$ cat config.mk
export PLATFORM = sky130hd
export DESIGN_NAME = sorted_list_intersection_core
export DESIGN_NICKNAME = d
export VERILOG_FILES = /design/src/hdl/sli_pkg.sv /design/src/hdl/sorted_list_intersection_core.sv
export SDC_FILE = /design/constraint.sdc
export NUM_CORES = 2
export LEC_CHECK = 0
export ABC_AREA = 0
export BUFFER_PORTS_ARGS = -buffer_cell sky130_fd_sc_hd__buf_4
export CELL_PAD_IN_SITES_DETAIL_PLACEMENT = 1
export CELL_PAD_IN_SITES_GLOBAL_PLACEMENT = 1
export CORE_ASPECT_RATIO = 1.75
export CORE_MARGIN = 10
export CORE_UTILIZATION = 57
export CTS_CLUSTER_SIZE = 40
export DETAILED_ROUTE_END_ITERATION = 6
export PLACE_DENSITY = 0.88
export SYNTH_ARGS = -nofsm -noshare
export SYNTH_HDL_FRONTEND = slang
export SYNTH_SLANG_ARGS = --single-unit
$ cat constraint.sdc
create_clock -name clk_i -period 6.25 [get_ports clk_i]
set_input_delay 0.3125 -clock clk_i [delete_from_list [all_inputs] [get_ports clk_i]]
set_output_delay 0.3125 -clock clk_i [all_outputs]
set_load 0.02 [all_outputs]
$ cat src/hdl/sli_pkg.sv
// Package with the word types and request codes of the sorted list intersection core.
`timescale 1ns / 1ps

package sli_pkg;

  // Width of a document id.
  localparam int IdW = 31;

  // Request codes carried in the req_type field.
  localparam logic [1:0] ReqLoadFirst  = 2'd0;
  localparam logic [1:0] ReqLoadSecond = 2'd1;
  localparam logic [1:0] ReqRun        = 2'd2;

  // Input word: one request.
  typedef struct packed {
    logic [1:0]     req_type;
    logic [IdW-1:0] doc_id;
  } in_word_t;

  // Output word: one result of a run.
  typedef struct packed {
    logic [IdW-1:0] match_doc_id;
    logic           match_valid;
    logic           overflow;
    logic           last;
  } out_word_t;

endpackage

$ cat src/hdl/sorted_list_intersection_core.sv
// Top level of the sorted list intersection core: two id memories and the merge walk.
`timescale 1ns / 1ps

// Channel   Direction  Handshake                  Word
// in        input      in_valid_i / in_ready_o    sli_pkg::in_word_t  (req_type, doc_id)
// out       output     out_valid_o / out_ready_i  sli_pkg::out_word_t (match_doc_id, ...)
//
// A load request appends its id, or flags overflow on a full list; an unknown code is dropped.
// Each pointer step of a run passes StRead (memory read), then StCmp (compare); a run takes
// at most first count + second count - 1 steps, then StFlush sends the final word.
// A run with an empty list goes to StFlush and sends the no-match word. Reset clears the
// counts, the overflow flag and the control state; the memories are not cleared.
// A match step and the final word wait while the output register holds an untaken word.
module sorted_list_intersection_core #(
  parameter int LIST_DEPTH = 64
) (
  input  logic               clk_i,
  input  logic               rst_ni,
  input  logic               in_valid_i,
  output logic               in_ready_o,
  input  sli_pkg::in_word_t  in_word_i,
  output logic               out_valid_o,
  input  logic               out_ready_i,
  output sli_pkg::out_word_t out_word_o
);

  localparam int AW = (LIST_DEPTH > 1) ? $clog2(LIST_DEPTH) : 1;
  localparam int CW = $clog2(LIST_DEPTH + 1);
  localparam logic [CW-1:0] DepthVal = CW'(LIST_DEPTH);

  // Controller states.
  localparam logic [1:0] StIdle  = 2'd0;
  localparam logic [1:0] StRead  = 2'd1;
  localparam logic [1:0] StCmp   = 2'd2;
  localparam logic [1:0] StFlush = 2'd3;

  logic [1:0]              state_q, state_d;
  logic [CW-1:0]           a_cnt_q, a_cnt_d;
  logic [CW-1:0]           b_cnt_q, b_cnt_d;
  logic                    ovf_q, ovf_d;
  logic [CW-1:0]           i_q, i_d;
  logic [CW-1:0]           j_q, j_d;
  logic [sli_pkg::IdW-1:0] hold_q, hold_d;
  logic                    hold_vld_q, hold_vld_d;
  logic                    out_vld_q, out_vld_d;
  sli_pkg::out_word_t      out_word_q, out_word_d;
  logic [sli_pkg::IdW-1:0] a_rd_q, b_rd_q;
  logic                    a_we, b_we;
  logic                    in_acc, out_free;
  logic [CW-1:0]           i_inc, j_inc;

  logic [sli_pkg::IdW-1:0] a_mem [LIST_DEPTH];
  logic [sli_pkg::IdW-1:0] b_mem [LIST_DEPTH];

  assign in_ready_o  = (state_q == StIdle);
  assign in_acc      = in_valid_i && in_ready_o;
  assign out_free    = !out_vld_q || out_ready_i;
  assign out_valid_o = out_vld_q;
  assign out_word_o  = out_word_q;
  assign i_inc       = i_q + 1'b1;
  assign j_inc       = j_q + 1'b1;

  // First list memory: append at the fill count, read at the first pointer.
  always_ff @(posedge clk_i) begin
    if (a_we) begin
      a_mem[a_cnt_q[AW-1:0]] <= in_word_i.doc_id;
    end
    a_rd_q <= a_mem[i_q[AW-1:0]];
  end

  // Second list memory: append at the fill count, read at the second pointer.
  always_ff @(posedge clk_i) begin
    if (b_we) begin
      b_mem[b_cnt_q[AW-1:0]] <= in_word_i.doc_id;
    end
    b_rd_q <= b_mem[j_q[AW-1:0]];
  end

  // Next-state logic of the loader and the merge walk.
  always_comb begin
    state_d    = state_q;
    a_cnt_d    = a_cnt_q;
    b_cnt_d    = b_cnt_q;
    ovf_d      = ovf_q;
    i_d        = i_q;
    j_d        = j_q;
    hold_d     = hold_q;
    hold_vld_d = hold_vld_q;
    out_vld_d  = out_vld_q && !out_ready_i;
    out_word_d = out_word_q;
    a_we       = 1'b0;
    b_we       = 1'b0;

    unique case (state_q)
      StIdle: begin
        if (in_acc) begin
          unique case (in_word_i.req_type)
            sli_pkg::ReqLoadFirst: begin
              if (a_cnt_q < DepthVal) begin
                a_we    = 1'b1;
                a_cnt_d = a_cnt_q + 1'b1;
              end else begin
                ovf_d = 1'b1;
              end
            end
            sli_pkg::ReqLoadSecond: begin
              if (b_cnt_q < DepthVal) begin
                b_we    = 1'b1;
                b_cnt_d = b_cnt_q + 1'b1;
              end else begin
                ovf_d = 1'b1;
              end
            end
            sli_pkg::ReqRun: begin
              i_d        = '0;
              j_d        = '0;
              hold_vld_d = 1'b0;
              if ((a_cnt_q == '0) || (b_cnt_q == '0)) begin
                state_d = StFlush;
              end else begin
                state_d = StRead;
              end
            end
            default: begin
              // Unknown request codes are dropped.
            end
          endcase
        end
      end

      StRead: begin
        // Both memories present the ids under the pointers in the next cycle.
        state_d = StCmp;
      end

      StCmp: begin
        priority if (a_rd_q == b_rd_q) begin
          // A match is held back until the next one shows whether it is the last.
          if (out_free) begin
            if (hold_vld_q) begin
              out_vld_d               = 1'b1;
              out_word_d.match_doc_id = hold_q;
              out_word_d.match_valid  = 1'b1;
              out_word_d.overflow     = ovf_q;
              out_word_d.last         = 1'b0;
            end
            hold_d     = a_rd_q;
            hold_vld_d = 1'b1;
            i_d        = i_inc;
            j_d        = j_inc;
            state_d    = ((i_inc >= a_cnt_q) || (j_inc >= b_cnt_q)) ? StFlush : StRead;
          end
        end else if (a_rd_q < b_rd_q) begin
          i_d     = i_inc;
          state_d = (i_inc >= a_cnt_q) ? StFlush : StRead;
        end else begin
          j_d     = j_inc;
          state_d = (j_inc >= b_cnt_q) ? StFlush : StRead;
        end
      end

      StFlush: begin
        // Send the held match, or the no-match marker, as the last word of the run.
        if (out_free) begin
          out_vld_d               = 1'b1;
          out_word_d.match_doc_id = hold_vld_q ? hold_q : '0;
          out_word_d.match_valid  = hold_vld_q;
          out_word_d.overflow     = ovf_q;
          out_word_d.last         = 1'b1;
          a_cnt_d                 = '0;
          b_cnt_d                 = '0;
          ovf_d                   = 1'b0;
          hold_vld_d              = 1'b0;
          state_d                 = StIdle;
        end
      end

      default: begin
        state_d = StIdle;
      end
    endcase
  end

  // Control registers.
  always_ff @(posedge clk_i or negedge rst_ni) begin
    if (!rst_ni) begin
      state_q    <= StIdle;
      a_cnt_q    <= '0;
      b_cnt_q    <= '0;
      ovf_q      <= 1'b0;
      i_q        <= '0;
      j_q        <= '0;
      hold_vld_q <= 1'b0;
      out_vld_q  <= 1'b0;
    end else begin
      state_q    <= state_d;
      a_cnt_q    <= a_cnt_d;
      b_cnt_q    <= b_cnt_d;
      ovf_q      <= ovf_d;
      i_q        <= i_d;
      j_q        <= j_d;
      hold_vld_q <= hold_vld_d;
      out_vld_q  <= out_vld_d;
    end
  end

  // Payload registers.
  always_ff @(posedge clk_i) begin
    hold_q     <= hold_d;
    out_word_q <= out_word_d;
  end

endmodule

Word level (Yosys, flattened, before mapping)
Memories as Yosys holds them, arrays and structs flattened. A register that Yosys moved wholly into a read port is not among the register bits.
Index checks and enable logic that the tools add are counted.
- add/sub/neg operators: 4
- order comparisons: 5
- equality and inequality tests: 22
- multiplexer cells: 64
- reduce and logical (&&, ||, !) cells: 24
- operator list (cell ; count):
    $mux W34 ; 4
    $mux W7 ; 15
    $pmux W34 S2 ; 1
    $pmux W7 S2 ; 4
    $eq A31 B31 Y1 ; 1
    $lt A31 B31 Y1 ; 1
    $mux W31 ; 1
    $add A7 B1 Y7 const B ; 4
    $reduce_and A5 Y1 ; 5
    $mux W1 ; 24
    $mux W2 ; 10
    $ne A3 B3 Y1 const B ; 5
    $ge A7 B7 Y1 ; 2
    $logic_not A7 Y1 ; 2
    $lt A7 B7 Y1 const B ; 2
    $ne A2 B1 Y1 const B ; 6
    $reduce_and A6 Y1 ; 2
    $ne A2 B2 Y1 const B ; 4
    $pmux W2 S4 ; 1
    $eq A2 B2 Y1 const B ; 3
    $pmux W1 S2 ; 3
    $reduce_bool A2 Y1 ; 3
    $eq A2 B1 Y1 const B ; 2
    $logic_not A2 Y1 ; 2
    8 further kinds ; 12
- flip-flop bits (word level): 98
- RAM bits: 3968
- input bits: 37
- output and inout port bits: 36
- logic and storage cells: 134
- memories: 2
- memory list (name ; words ; width ; rd ports ; clocked after Yosys merged registers in ; write ports ; RTL line ; RTL):
    a_mem ; 64 ; 31 ; 1 ; 1 ; 1 ; sorted_list_intersection_core.sv:52 ; logic [sli_pkg::IdW-1:0] a_mem [LIST_DEPTH];
    b_mem ; 64 ; 31 ; 1 ; 1 ; 1 ; sorted_list_intersection_core.sv:53 ; logic [sli_pkg::IdW-1:0] b_mem [LIST_DEPTH];

Longest topological paths before layout
- word-level depth: 7
- gate-level depth with buffers: 14
- depth with buffers taken out: 10

Least setup slack after synthesis
No wires, ideal clock.
- kind: register to register
- from: register state_q[0]
- to: memory a_mem[39][0] (netlist name) (enable)
- library setup time: 0.498 ns
- arrival: 4.945 ns
- required time: 5.752 ns
- slack: 0.808 ns
- cell stages (with the launch flop): 8
- buffers on the path: 1
- period minus slack after synthesis: 5.442 ns
- cells stage by stage: dfrtp_1 > inv_1 > ha_1 > clkbuf_1 > nand2_1 > nor3_1 > nand4_1 > nor4_1
- longest elaborated chain between the ends: 6
- ends and longest elaborated chain (element ; RTL line ; RTL):
    start, declared ; sorted_list_intersection_core.sv:37 ; logic [1:0] state_q, state_d;
    start signal, assigned ; sorted_list_intersection_core.sv:187 ; state_q <= StIdle;
    start signal, assigned ; sorted_list_intersection_core.sv:196 ; state_q <= state_d;
    $logic_not A2 Y1 (*) ; sorted_list_intersection_core.sv:55 ; assign in_ready_o = (state_q == StIdle);
    net in_ready_o ; sorted_list_intersection_core.sv:20 ; output logic in_ready_o,
    $logic_and A1 B1 Y1 ; sorted_list_intersection_core.sv:56 ; assign in_acc = in_valid_i && in_ready_o;
    $mux W1 ; sorted_list_intersection_core.sv:96 ; if (in_acc) begin
    $mux W1 (*) ; sorted_list_intersection_core.sv:94 ; unique case (state_q)
    $mux W1 (*) ; sorted_list_intersection_core.sv:65 ; if (a_we) begin
    $mux W1 (not written as such) (*) ; sorted_list_intersection_core.sv:66 ; a_mem[a_cnt_q[AW-1:0]] <= in_word_i.doc_id;
    end, declared ; sorted_list_intersection_core.sv:52 ;
Mark *: on every way through the listed nets, which the timed path passes. The rest lies on a longest branch.

Worst setup path in the final report
- from: register state_q[1]
- to: memory a_mem[31][24] (netlist name) (enable)
- longest elaborated chain between the ends: 6
- ends and longest elaborated chain (element ; RTL line):
    $logic_not A2 Y1 (*) ; sorted_list_intersection_core.sv:55, sorted_list_intersection_core.sv:94
    $logic_and A1 B1 Y1 ; sorted_list_intersection_core.sv:56
    $mux W1 ; sorted_list_intersection_core.sv:96
    $mux W1 (*) ; sorted_list_intersection_core.sv:94
    $mux W1 (*) ; sorted_list_intersection_core.sv:65
    $mux W1 (not written as such) (*) ; sorted_list_intersection_core.sv:66
Mark *: on every way between the ends. The rest lies on a longest branch, timed or not.

==> flow_metrics.py <==
metrics = {
    "outcome": {
        "outcome": "complete, but fails checks",
        "violations": "design-rule violations, max-capacitance violations, max-slew violations",
    },
    "yosys": {
        "yosys.area_share.simple_pct": 0.9535,
        "synth_top_family_by_area": "multiplexers",
        "synth_cells": 6295,
        "async_flop_share_pct": 0.7994,
        "mappedNetlistNets": 6387,
        "synth-main-ff-cell": "edfxtp_1",
        "ys_seq_area_share_pct": 78.48,
        "syn_avg_cell_area_sq_um": 24.93,
        "yosysUniqueCellTypes": 54,
        "synth_xor_area_share_pct": 0.05581,
        "synth_warnings": 0,
        "synth-compound-area-share_pct": 0.3755,
        "synth_edf_count": 4033,
        "syn_area_sq_um": 156900,
        "synth-seq-cells": 4128,
        "muxShareOfSynthArea_pct": 18.71,
        "synth_fa_ha_area_share_pct": 0.4385,
    },
    "cts": {
        "clkTransAtPathRegs_ps": 90,
        "post-cts-setup-buffer-count": 0,
        "cts_buffers": 338,
        "cts_root_buffer": "clkbuf_16",
        "cts_hold_buffers": 23,
        "cts_buffer_depth": 4,
        "cts.sinks": 4128,
        "cts_tree": "built",
        "cts_resized": 0,
        "cts_max_level": 5,
        "clk_latency_ps": 990,
    },
    "placed_design": {
        "place_congestion": 0.8854,
        "numPortBuffers": 72,
        "dp_hpwl_mm": 268.2,
    },
    "global_route": {
        "grt_max_degree": 133,
        "grt_pass1_vias": 79562,
        "track_usage_pct": 34.14,
        "grt_pass1_wl_mm": 699.3,
        "antenna_found_initial": 87,
        "gr-total-overflow": 0,
    },
    "timing": {
        "finClkSkew_ps": 119.7,
        "maxSlewViolCount": 52,
        "finalSetupViolations": 0,
        "rsz0062_at_grt": "no",
        "finalCritPeriodShare_pct": 92.67,
        "relSlewSlack_pct": -2.376,
        "fin_tns_setup_ps": 0,
        "holdWs_ps": 45.26,
        "max_freq_ghz": 0.1727,
        "hold_violations": 0,
        "tightest_slew_ps": 1520,
        "finalCriticalPeriod_ps": 5792,
    },
    "finish": {
        "areaGrowthSynthToFinish_pct": 11.23,
        "final_common_cell": "edfxtp_1",
        "drive_above_1_share_pct": 31.65,
        "final_cell_mix": "edfxtp_1 (4033), mux4_2 (1302), clkbuf_16 (346)",
        "nNetsFinal": 6623,
    },
    "worst_setup_path": {
        "critPathLaunchType": "flop",
        "cp.required_ps": 6750,
        "r2r_cells": 6,
        "cp-end-kind": "flop",
        "path_class": "flop to flop",
        "r2r_slack_ps": 460,
        "path_max_fanout": 31,
        "reg2reg_to": "a_mem[31][24]",
        "r2r-start": "state_q[1]",
        "crit_arrival_ps": 6290,
        "crit_end": "a_mem[31][24]",
        "critPathLaunch": "state_q[1]",
    },
    "drt": {
        "wl_mm": 531.3,
        "first_pass_iters": 7,
        "routed-wl-met3_mm": 63.08,
        "wl_met2_mm": 259.8,
        "first_iter_violations": 15985,
        "antenna_left": 0,
        "vias": 80032,
        "drcViolationCount": 38,
        "routedWlPerCell_microns": 50.67,
        "dr.max_layer_used": "met5",
        "vias_per_cell": 7.634,
        "m1WireLength_mm": 154.4,
    },
    "die": {
        "io_pins": 73,
        "die_w_microns": 416.7,
        "fp.dieH_microns": 714.1,
        "core.rowCount": 254,
        "coreArea_sq_um": 273900,
        "start_util_pct": 57.29,
        "dieArea_sq_um": 297500,
    },
    "pwr": {
        "powerDensity_nw_per_um2": 394.1,
        "max-vdd-ir-drop_mv": 0.3067,
        "p_leak_nw": 51.91,
    },
    "min_path": {
        "hold_class": "input port to flop",
    },
    "run": {
        "drv_cap": 3,
    },
}
metrics by stage:
step / area (sq um) / setup WS, ps / util (%) / total power (W) / std cells
floorplan: 156900 / 807.5 / - / 0.03893 / 6295
global placement: 162800 / 1954 / 59.41 / 0.04340 / 9751
detailed placement: 162800 / 1591 / 59.41 / 0.04413 / 9751
CTS: 174300 / 1056 / 63.61 / 0.06730 / 10375
global route: 174400 / 608.1 / 63.68 / 0.06938 / 10439
finish: 174600 / 458.3 / 63.72 / 0.06880 / 10484
logic make-up after synthesis:
family                   after synthesis
buffers and inverters                376
flip-flops                          4128
multiplexers                        1306
adder cells (fa/ha/maj)               55
XOR/XNOR                              10
AO/OA/AOI/OAI                         94
AND/OR/NAND/NOR                      326
sequential cells by signal, indices dropped and copies added, names as in the netlist, 31 cells and up:
signal      cells
a_mem        1984
b_mem        1984
out_word_o     34
a_rd_q         31
b_rd_q         31
hold_q         31
critical path, stage by stage (launching register included):
cell and delay, ps:
dfrtp_1 540, inv_1 240, ha_1 490, nand2_1 420
nor3_1 930, nand4_1 1150, nor2_4 1470
worst min-delay path by stage:
stage / start / endpoint / slack [ps] / cells after the start
after global placement: rst_ni / a_cnt_q[4] / 290 / 1
after detailed placement: rst_ni / a_cnt_q[4] / 300 / 1
final: in_word_i[28] / b_mem[53][28] / 50 / 1
after global routing: in_word_i[28] / b_mem[53][28] / 60 / 1
after CTS: in_word_i[28] / a_mem[48][28] / 2 / 1
after floorplan: rst_ni / a_cnt_q[0] / 20 / 0
power by group:
group | switching (W) | internal (W)
sequential | 0.000852 | 0.0307
clock | 0.0112 | 0.0122
combinational | 0.00860 | 0.00523
cells in the mapped netlist, types with 32 or more instances:
library cell,number,area (sq um)
nand2_1,47,176.4
edfxtp_1,4033,121100
buf_1,65,244.0
dfxtp_1,62,1241
nand3_1,42,210.2
and2_1,32,200.2
ha_1,55,688.2
mux4_2,1302,29320
buf_2,74,370.4
inv_1,60,225.2
nor2_1,147,551.8
dfrtp_1,33,825.8
clkbuf_1,167,626.9
layer usage:
metal  GRT usage (%)  vias up
li1                -    27763
met1           39.34    41455
met2           54.87     8561
met3           8.650     2207
met4           26.70       46
met5          0.2877        -
cell type report:
cell class | instances | area, sq um
inverter | 63 | 236.5
timing repair buffer | 209 | 1911
sequential | 4128 | 123200
clock inverter | 222 | 2426
multi-input combinational | 1791 | 33200
tap | 3584 | 4484
fill | 21138 | 99390
clock buffer | 379 | 8822
antenna | 108 | 270.3
Note: power is estimated with default switching activity, not from simulation.
